--- src/rtl/msdl_pkg.sv ---
// msdl_pkg: shared types and constants for the motor speed to drive lines block
// used by msdl_map and motor_speed_to_drive_lines; no dependencies

package msdl_pkg;

   // drive line setting
   typedef enum logic [1:0] {
      MODE_LOW  = 2'd0,
      MODE_HIGH = 2'd1,
      MODE_PWM  = 2'd2
   } mode_type;

   // driver selection
   typedef enum logic [1:0] {
      DRV_ESC       = 2'd0,
      DRV_BRIDGE_8  = 2'd1,
      DRV_BRIDGE_12 = 2'd2,
      DRV_PWM_DIR   = 2'd3
   } driver_type;

   // counter direction hint
   typedef enum logic [1:0] {
      CNT_HOLD = 2'd0,
      CNT_UP   = 2'd1,
      CNT_DOWN = 2'd2
   } count_type;

   // register indexes
   typedef enum logic [1:0] {
      CSR_DRIVER_TYPE    = 2'd0,
      CSR_REVERSE_DIR    = 2'd1,
      CSR_DEAD_ZONE      = 2'd2,
      CSR_DIR_FROM_SPEED = 2'd3
   } csr_index_type;

   localparam int unsigned SPEED_W    = 16;
   localparam int unsigned LAST_W     = 11;
   localparam int unsigned CSR_DATA_W = 8;

   localparam logic signed [LAST_W-1:0] LAST_SPEED_RESET = -11'sd1000;

   localparam logic signed [SPEED_W-1:0] SPEED_MAX = 16'sd255;
   localparam logic signed [SPEED_W-1:0] SPEED_MIN = -16'sd255;

   // floor(x * 1000 / 510) == (x * ESC_RECIP) >> ESC_SHIFT for x <= 510
   localparam logic [29:0]  ESC_RECIP = 30'd526345000;
   localparam int unsigned  ESC_SHIFT = 28;
   localparam logic [10:0]  ESC_BASE  = 11'd1000;
   localparam logic [10:0]  ESC_TOP   = 11'd2000;

   // floor(d / 17) == (d * DIV17_RECIP) >> DIV17_SHIFT for d <= 255
   localparam logic [8:0]  DIV17_RECIP = 9'd482;
   localparam int unsigned DIV17_SHIFT = 13;

   typedef struct packed {
      driver_type  drv;
      logic        reverse_dir;
      logic [7:0]  dead_zone;
      logic        dir_from_speed;
   } cfg_type;

   typedef struct packed {
      mode_type    a_mode;
      logic [11:0] a_duty;
      mode_type    b_mode;
      logic [11:0] b_duty;
      mode_type    en_mode;
      logic [7:0]  en_duty;
      logic [10:0] esc_pulse;
      count_type   cdir;
   } drive_type;

endpackage

--- src/rtl/msdl_map.sv ---
// msdl_map: combinational speed mapping (clamp, dead zone, per-driver line settings)
// depends on msdl_pkg

module msdl_map (
   input  logic signed [msdl_pkg::SPEED_W-1:0] speed,
   input  logic signed [msdl_pkg::LAST_W-1:0]  last_speed,
   input  msdl_pkg::cfg_type                   cfg,
   output logic                                dup,
   output logic signed [msdl_pkg::LAST_W-1:0]  next_last,
   output msdl_pkg::drive_type                 drive
);

   logic        neg;
   logic        big;
   logic [7:0]  cl_mag;
   logic [7:0]  mag;
   logic        zero;
   logic [8:0]  esc_x;
   logic [38:0] esc_prod;
   logic [9:0]  esc_off;
   logic        s_neg;
   logic [7:0]  inv_duty;
   logic [16:0] div_prod;
   logic [3:0]  div_q;
   logic [11:0] bridge_duty;
   logic [8:0]  mag9;

   assign dup = (speed == {{(msdl_pkg::SPEED_W - msdl_pkg::LAST_W){last_speed[msdl_pkg::LAST_W-1]}},
                           last_speed});

   assign neg    = speed[msdl_pkg::SPEED_W-1];
   assign big    = (speed > msdl_pkg::SPEED_MAX) || (speed < msdl_pkg::SPEED_MIN);
   assign cl_mag = big ? 8'hFF : (neg ? 8'(-speed) : 8'(speed));
   assign zero   = (cl_mag == 8'd0);
   // dead zone raises small nonzero magnitudes
   assign mag    = (!zero && (cl_mag < cfg.dead_zone)) ? cfg.dead_zone : cl_mag;
   assign mag9   = {1'b0, mag};

   assign next_last = neg ? -(msdl_pkg::LAST_W'(mag9)) : msdl_pkg::LAST_W'(mag9);

   // esc: offset of speed + 255 scaled to 0..1000
   assign esc_x    = neg ? (9'd255 - mag9) : (9'd255 + mag9);
   assign esc_prod = 39'(esc_x) * 39'(msdl_pkg::ESC_RECIP);
   assign esc_off  = esc_prod[msdl_pkg::ESC_SHIFT +: 10];

   // bridge: inverted duty, optional 12-bit scaling d*16 + d/17
   assign inv_duty    = 8'd255 - mag;
   assign div_prod    = 17'(inv_duty) * 17'(msdl_pkg::DIV17_RECIP);
   assign div_q       = div_prod[msdl_pkg::DIV17_SHIFT +: 4];
   assign bridge_duty = (cfg.drv == msdl_pkg::DRV_BRIDGE_12) ?
                        ({inv_duty, 4'd0} + 12'(div_q)) : 12'(inv_duty);

   assign s_neg = !zero && (neg ^ cfg.reverse_dir);

   always_comb begin
      drive = '0;
      drive.a_mode  = msdl_pkg::MODE_LOW;
      drive.b_mode  = msdl_pkg::MODE_LOW;
      drive.en_mode = msdl_pkg::MODE_LOW;
      drive.cdir    = msdl_pkg::CNT_HOLD;

      if (cfg.dir_from_speed && !zero) begin
         drive.cdir = neg ? msdl_pkg::CNT_DOWN : msdl_pkg::CNT_UP;
      end

      case (cfg.drv)
         msdl_pkg::DRV_ESC: begin
            drive.esc_pulse = cfg.reverse_dir ? (msdl_pkg::ESC_TOP - 11'(esc_off))
                                              : (msdl_pkg::ESC_BASE + 11'(esc_off));
         end
         msdl_pkg::DRV_BRIDGE_8, msdl_pkg::DRV_BRIDGE_12: begin
            if (zero) begin
               drive.a_mode = msdl_pkg::MODE_HIGH;
               drive.b_mode = msdl_pkg::MODE_HIGH;
            end else if (s_neg) begin
               drive.a_mode = msdl_pkg::MODE_PWM;
               drive.a_duty = bridge_duty;
               drive.b_mode = msdl_pkg::MODE_HIGH;
            end else begin
               drive.a_mode = msdl_pkg::MODE_HIGH;
               drive.b_mode = msdl_pkg::MODE_PWM;
               drive.b_duty = bridge_duty;
            end
         end
         msdl_pkg::DRV_PWM_DIR: begin
            if (zero) begin
               drive.a_mode  = msdl_pkg::MODE_HIGH;
               drive.b_mode  = msdl_pkg::MODE_HIGH;
               drive.en_mode = msdl_pkg::MODE_HIGH;
            end else begin
               drive.a_mode  = s_neg ? msdl_pkg::MODE_LOW : msdl_pkg::MODE_HIGH;
               drive.b_mode  = s_neg ? msdl_pkg::MODE_HIGH : msdl_pkg::MODE_LOW;
               drive.en_mode = msdl_pkg::MODE_PWM;
               drive.en_duty = mag;
            end
         end
         default: begin
            drive.esc_pulse = '0;
         end
      endcase
   end

endmodule

--- src/rtl/motor_speed_to_drive_lines.sv ---
// motor_speed_to_drive_lines: top level, speed command to h-bridge / esc drive settings
// depends on msdl_pkg and msdl_map

// Takes one signed speed command per beat and answers with one set of drive-line
// settings, or with nothing when the command equals the last applied speed. The
// block sustains one beat per clock cycle on both channels while rsp_ready stays high.
// A command beat goes into the input register and is mapped from there into the result
// register, which holds it on the rsp_* outputs until rsp_ready takes it.
// While a finished result waits for rsp_ready the input register still takes one more
// beat; req_ready then stays low until the waiting result is taken.
// The repeat check and the last-speed update both happen at the mapping stage, so
// back-to-back commands are compared in order. Configuration registers (driver type,
// reverse, dead zone, counter direction source) are written through csr_* at any
// cycle with no wait and must only change while no command is in flight.

module motor_speed_to_drive_lines (
   input  logic                                clock,
   input  logic                                reset,

   input  logic                                csr_we,
   input  logic [1:0]                          csr_index,
   input  logic [msdl_pkg::CSR_DATA_W-1:0]     csr_wdata,

   input  logic                                req_valid,
   output logic                                req_ready,
   input  logic signed [msdl_pkg::SPEED_W-1:0] req_speed_cmd,

   output logic                                rsp_valid,
   input  logic                                rsp_ready,
   output logic [1:0]                          rsp_line_a_mode,
   output logic [11:0]                         rsp_line_a_duty,
   output logic [1:0]                          rsp_line_b_mode,
   output logic [11:0]                         rsp_line_b_duty,
   output logic [1:0]                          rsp_enable_mode,
   output logic [7:0]                          rsp_enable_duty,
   output logic [10:0]                         rsp_esc_pulse_us,
   output logic [1:0]                          rsp_count_direction
);

   // configuration registers
   msdl_pkg::cfg_type cfg_ff;
   msdl_pkg::cfg_type cfg_in;

   // input register
   logic                                s1_valid_ff;
   logic                                s1_valid_in;
   logic signed [msdl_pkg::SPEED_W-1:0] s1_speed_ff;

   // last applied speed
   logic signed [msdl_pkg::LAST_W-1:0]  last_speed_ff;
   logic signed [msdl_pkg::LAST_W-1:0]  last_speed_in;

   // result register
   logic                                rsp_valid_ff;
   logic                                rsp_valid_in;
   msdl_pkg::drive_type                 drive_ff;

   // mapper outputs
   logic                                map_dup;
   logic signed [msdl_pkg::LAST_W-1:0]  map_last;
   msdl_pkg::drive_type                 map_drive;

   logic out_free;
   logic s1_take;
   logic req_take;

   // config write decode
   always_comb begin
      cfg_in = cfg_ff;
      if (csr_we) begin
         case (csr_index)
            msdl_pkg::CSR_DRIVER_TYPE:    cfg_in.drv = msdl_pkg::driver_type'(csr_wdata[1:0]);
            msdl_pkg::CSR_REVERSE_DIR:    cfg_in.reverse_dir    = csr_wdata[0];
            msdl_pkg::CSR_DEAD_ZONE:      cfg_in.dead_zone      = csr_wdata;
            msdl_pkg::CSR_DIR_FROM_SPEED: cfg_in.dir_from_speed = csr_wdata[0];
            default:                      cfg_in = cfg_ff;
         endcase
      end
   end

   always_ff @(posedge clock) begin
      if (reset) begin
         cfg_ff.drv            <= msdl_pkg::DRV_BRIDGE_8;
         cfg_ff.reverse_dir    <= 1'b0;
         cfg_ff.dead_zone      <= '0;
         cfg_ff.dir_from_speed <= 1'b1;
      end else begin
         cfg_ff <= cfg_in;
      end
   end

   msdl_map u_map (
      .speed      (s1_speed_ff),
      .last_speed (last_speed_ff),
      .cfg        (cfg_ff),
      .dup        (map_dup),
      .next_last  (map_last),
      .drive      (map_drive)
   );

   // result slot frees when empty or being taken this cycle
   assign out_free  = !rsp_valid_ff || rsp_ready;
   assign s1_take   = s1_valid_ff && out_free;
   assign req_ready = !s1_valid_ff || s1_take;
   assign req_take  = req_valid && req_ready;

   always_comb begin
      s1_valid_in   = s1_valid_ff;
      rsp_valid_in  = rsp_valid_ff;
      last_speed_in = last_speed_ff;
      if (req_ready) begin
         s1_valid_in = req_valid;
      end
      if (out_free) begin
         // a repeated command is dropped here and leaves no result
         rsp_valid_in = s1_valid_ff && !map_dup;
      end
      if (s1_take && !map_dup) begin
         last_speed_in = map_last;
      end
   end

   always_ff @(posedge clock) begin
      if (reset) begin
         s1_valid_ff   <= 1'b0;
         rsp_valid_ff  <= 1'b0;
         last_speed_ff <= msdl_pkg::LAST_SPEED_RESET;
      end else begin
         s1_valid_ff   <= s1_valid_in;
         rsp_valid_ff  <= rsp_valid_in;
         last_speed_ff <= last_speed_in;
      end
   end

   // payload registers, no reset
   always_ff @(posedge clock) begin
      if (req_take) begin
         s1_speed_ff <= req_speed_cmd;
      end
      if (s1_take && !map_dup) begin
         drive_ff <= map_drive;
      end
   end

   assign rsp_valid           = rsp_valid_ff;
   assign rsp_line_a_mode     = drive_ff.a_mode;
   assign rsp_line_a_duty     = drive_ff.a_duty;
   assign rsp_line_b_mode     = drive_ff.b_mode;
   assign rsp_line_b_duty     = drive_ff.b_duty;
   assign rsp_enable_mode     = drive_ff.en_mode;
   assign rsp_enable_duty     = drive_ff.en_duty;
   assign rsp_esc_pulse_us    = drive_ff.esc_pulse;
   assign rsp_count_direction = drive_ff.cdir;

endmodule

--- config.mk ---
export PLATFORM = sky130hd
export DESIGN_NAME = motor_speed_to_drive_lines
export DESIGN_NICKNAME = d
export VERILOG_FILES = /design/src/rtl/msdl_pkg.sv /design/src/rtl/msdl_map.sv /design/src/rtl/motor_speed_to_drive_lines.sv
export SDC_FILE = /design/constraint.sdc
export NUM_CORES = 1
export LEC_CHECK = 0
export BUFFER_PORTS_ARGS = -buffer_cell sky130_fd_sc_hd__buf_2
export CAP_MARGIN = 40
export CORE_MARGIN = 10
export CORE_UTILIZATION = 30
export CTS_BUF_LIST = sky130_fd_sc_hd__clkbuf_8
export CTS_CLUSTER_DIAMETER = 40
export DETAILED_ROUTE_END_ITERATION = 8
export HOLD_SLACK_MARGIN = 0.15
export RECOVER_POWER = 25
export SYNTH_ARGS = -nofsm -noshare
export SYNTH_HDL_FRONTEND = slang
export SYNTH_HIERARCHICAL = 1
export SYNTH_SLANG_ARGS = --single-unit
export TNS_END_PERCENT = 5
--- constraint.sdc ---
create_clock -name clock -period 30 [get_ports clock]
set_input_delay 1.5 -clock clock [delete_from_list [all_inputs] [get_ports clock]]
set_output_delay 1.5 -clock clock [all_outputs]
set_load 0.02 [all_outputs]
==> Implementation_results.wiki <==
{| class="wikitable"
! Metric !! Value
|-
| Capturing element type of the critical path || flip-flop
|-
| Via total after detailed routing || 7,265
|-
| Total CTS buffers || 9
|-
| Number of DRC violations after detailed routing || 0
|-
| Headroom to the max-slew limit || 12.9%
|-
| Number of buffer cells added on primary ports || 83
|-
| Commonest register cell after synthesis || sky130_fd_sc_hd__edfxtp_1
|-
| Ys async rst share || 0%
|-
| Height of the die || 198 um
|-
| Register clock-pin slew on the reported worst setup and hold paths || 100 ps
|-
| Post-CTS Hold Fix Bufs || 0
|-
| Worst min path class || flip-flop to flip-flop
|-
| Root buf cell || sky130_fd_sc_hd__clkbuf_8
|-
| H-tree depth reported by CTS || 3
|-
| Largest stage delay on the critical path || 780 ps
|-
| Final setup fails || 0
|-
| Number of cells on the critical path || 37
|-
| Buffer and inverter count on the worst path || 3
|-
| Share of synthesized area occupied by flip-flops and latches || 26.5%
|-
| Worst Max-Slew Pin Slew || 1310 ps
|-
| Overall power || 1.09 mW
|-
| Number of maximum-capacitance violations || 0
|-
| Number of enable-type register cells in the synthesized netlist || 67
|-
| GRT Overall Usage || 12.3%
|-
| Maximum buffer depth of the clock tree || 2
|-
| Multiplexer fraction of the synthesized cell area || 2.11%
|-
| Via density per instance || 4.92
|-
| Placement-stage worst setup slack || 18,030 ps
|-
| Post-CTS sizing || 0
|-
| Final setup skew || 16.8 ps
|-
| Xor-xnor portion of the synthesized cell area || 4.95%
|-
| Leakage power summed over all cells || 4.92 nW
|-
| Setup slack after layout || 17,740 ps
|-
| Total congestion overflow || 0
|-
| Path depth of the worst reg2reg path || 37
|-
| Starting DRT DRC Count || 376
|-
| Layout cells sized above 1 || 10.6%
|-
| Area of the die || 39,100 um2
|-
| Standard-cell row count || 65
|-
| Compound-gate portion of the synthesized area || 11.2%
|-
| Final HPWL from detailed placement || 19.8 mm
|-
| Io pins || 84
|-
| Setup bufs post-CTS || 0
|-
| Syn_area_per_cell || 9.58 um2
|-
| Data arrival at the endpoint of the critical path || 12,510 ps
|-
| Count of final hold-check violations || 0
|-
| Pwr/cell area || 104 nW/um2
|-
| Top cell type by total area after synthesis || sky130_fd_sc_hd__edfxtp_1
|-
| Combinational family with the most area after synthesis || adder cells
|-
| Final Max Tran Viols || 0
|-
| Post-Syn Nets || 1,227
|-
| Wire length of the first global-routing pass || 38.8 mm
|-
| Placer congestion estimate || 0.904
|-
| Largest delay share family, worst path || compound AO/OA/AOI/OAI gates
|-
| CTS tree || yes
|-
| Initial standard-cell utilization of the core || 30.2%
|-
| RSZ-0062 raised after global routing || no
|-
| Via count of the first global-routing pass || 7,264
|-
| Pin count of the biggest net entering global routing || 43
|-
| Number of nets in the layout || 1,309
|-
| Cell count after synthesis || 989
|-
| Leading cell type in the layout, fill and taps excluded || sky130_fd_sc_hd__inv_1
|-
| Sum of routed wire length over all layers || 23.9 mm
|-
| Skew-Pair Late Insertion Delay || 390 ps
|-
| Yosys top cell area share || 21.2%
|-
| Number of register bits inferred by synthesis || 92
|-
| Cell Area, Synth || 9470 um2
|-
| Reg-to-reg startpoint || s1_speed_ff[0]$_DFFE_PP_
|-
| Unique cell type count in the Yosys netlist || 68
|-
| Startpoint-to-endpoint class of the critical path || flip-flop to flip-flop
|-
| Crit-path slowest cell || sky130_fd_sc_hd__mux2i_1
|-
| Share of synthesized cell area in and, or, nand and nor gates || 14.0%
|-
| Endpoint required time on the critical path || 30,250 ps
|-
| Startpoint class of the critical path || flip-flop
|-
| Commonest non-fill, non-tap cells in the layout || 163 x sky130_fd_sc_hd__inv_1, 132 x sky130_fd_sc_hd__ha_1, 82 x sky130_fd_sc_hd__nor2_1, 75 x sky130_fd_sc_hd__buf_2, 75 x sky130_fd_sc_hd__fa_1
|-
| Crit Reg-Reg Endpoint || rsp_esc_pulse_us[9]$_DFFE_PP_
|-
| Status || finished clean
|-
| CP max FO || 18
|-
| Fill cells || 3,319
|-
| Detailed-routing iteration count for the pre-antenna-repair pass || 5
|-
| Number of nets with antenna violations after routing || 0
|-
| Clock sinks || 92
|-
| Share of synthesized cell area in full adder, half adder and majority cells || 33.3%
|-
| Top cells by area in the synthesized netlist || sky130_fd_sc_hd__edfxtp_1 21%, sky130_fd_sc_hd__ha_1 17%, sky130_fd_sc_hd__fa_1 16%
|-
| Growth of design area from synthesis to finish || 11.2%
|-
| Setup TNS Final || 0 ps
|-
| Initial antenna violation count || 2
|-
| Setup slack of the worst register-to-register path || 17,740 ps
|-
| Maximum vdd ir drop || 0.104 mV
|-
| Die outline width || 198 um
|-
| Wirelength per Cell || 16.1 um
|-
| Post-layout min period || 12,260 ps
|-
| Maximum frequency from static timing analysis || 81.6 MHz
|-
| Worst Hold Launch || rsp_valid$_SDFFE_PP0P_
|-
| Tcrit/Tclk final || 40.9%
|-
| Placeable Area || 31,400 um2
|-
| Synthesis warning total || 6
|-
| End point of the worst hold path || rsp_valid$_SDFFE_PP0P_
|-
| Number of antenna cells inserted || 0
|-
| Instance count along the most critical hold path || 2
|-
| Top cell by count, worst path || sky130_fd_sc_hd__ha_1
|}
## report_power, final
| group | internal [mW] | switching, mW |
|---|---|---|
| Combinational | 0.335 | 0.513 |
| Sequential | 0.145 | 0.00508 |
| Clock | 0.0408 | 0.0505 |
## cell usage after synthesis, drive strengths merged, types with 5 or more instances
library cell / n
nor2: 83
and2: 9
nor4: 9
or3b: 9
edfxtp: 67
a21o: 7
ha: 132
nand3: 15
a31oi: 6
clkbuf: 7
o31ai: 6
xnor2: 27
nand2: 65
nand4: 10
or2: 6
nor3: 12
a211oi: 9
fa: 75
o22ai: 5
mux2i: 20
nor2b: 7
inv: 163
a21oi: 58
o21ai: 32
dfxtp: 25
buf: 16
nand2b: 15
or4: 7
xor2: 24
## state kept, by name, summed over array words and instances (netlist names), 8 cells and up
signal,count
rsp_enable_duty,8
rsp_line_a_duty,12
s1_speed_ff,16
rsp_line_b_duty,12
cfg_ff,12
last_speed_ff,11
rsp_esc_pulse_us,11
## worst max-delay path by stage
stage                                   startpoint                             to  slack (ps)
after global routing      s1_speed_ff[0]$_DFFE_PP_  rsp_esc_pulse_us[9]$_DFFE_PP_       16980
after floorplan           s1_speed_ff[0]$_DFFE_PP_  rsp_esc_pulse_us[9]$_DFFE_PP_       19240
after global placement    s1_speed_ff[0]$_DFFE_PP_  rsp_esc_pulse_us[9]$_DFFE_PP_       18050
after detailed placement  s1_speed_ff[0]$_DFFE_PP_  rsp_esc_pulse_us[9]$_DFFE_PP_       18030
after CTS                 s1_speed_ff[0]$_DFFE_PP_  rsp_esc_pulse_us[9]$_DFFE_PP_       18000
final                     s1_speed_ff[0]$_DFFE_PP_  rsp_esc_pulse_us[9]$_DFFE_PP_       17740
## stage by stage
step           utilization [%]  area [um2]  hold WS, ps  cells
2_1_floorplan                -        9470          449    989
3_3_place_gp              32.9       10300          471   1458
3_5_place_dp              32.9       10300          480   1462
4_1_cts                   33.6       10600          496   1478
5_1_grt                   33.5       10500          527   1478
6_report                  33.5       10500          486   1478
## worst register-to-register path: cells and delay by family (launching register included)
kind	cells	cell delay, ps
multiplexers	1	780
XOR/XNOR	1	230
AND/OR/NAND/NOR	8	2280
buffers and inverters	3	230
AO/OA/AOI/OAI	16	5340
flip-flops	1	560
adder cells (fa/ha/maj)	8	2700
## cell families (layout without fill, tap and decap cells)
| logic type | count (synthesis) | count (layout) |
|---|---|---|
| AOI/OAI and AO/OA | 166 | 166 |
| xor gates and xnor gates | 52 | 52 |
| adders and majority gates | 207 | 207 |
| buffers and inverters | 188 | 275 |
| DFF | 92 | 92 |
| muxes | 20 | 20 |
| and+or+nand+nor | 264 | 264 |
## cell type report
| class | count | area (um2) | area share (%) |
|---|---|---|---|
| clock buffer | 9 | 124 | 1.18 |
| clock inverter | 7 | 90.1 | 0.855 |
| inverter | 165 | 619 | 5.88 |
| multi-input combinational | 709 | 6210 | 58.9 |
| sequential | 92 | 2510 | 23.9 |
| tap | 402 | 503 | 4.78 |
| timing repair buffer | 94 | 477 | 4.53 |
## routing by layer
metal | GRT usage, % | vias to the layer above | routed length, um
li1 | - | 3524 | -
met1 | 16.5 | 3554 | 11300
met2 | 19.8 | 172 | 11000
met3 | 3.17 | 11 | 1360
met4 | 1.99 | 4 | 129
met5 | 0 | - | 27
(Power assumes the default switching activity.)
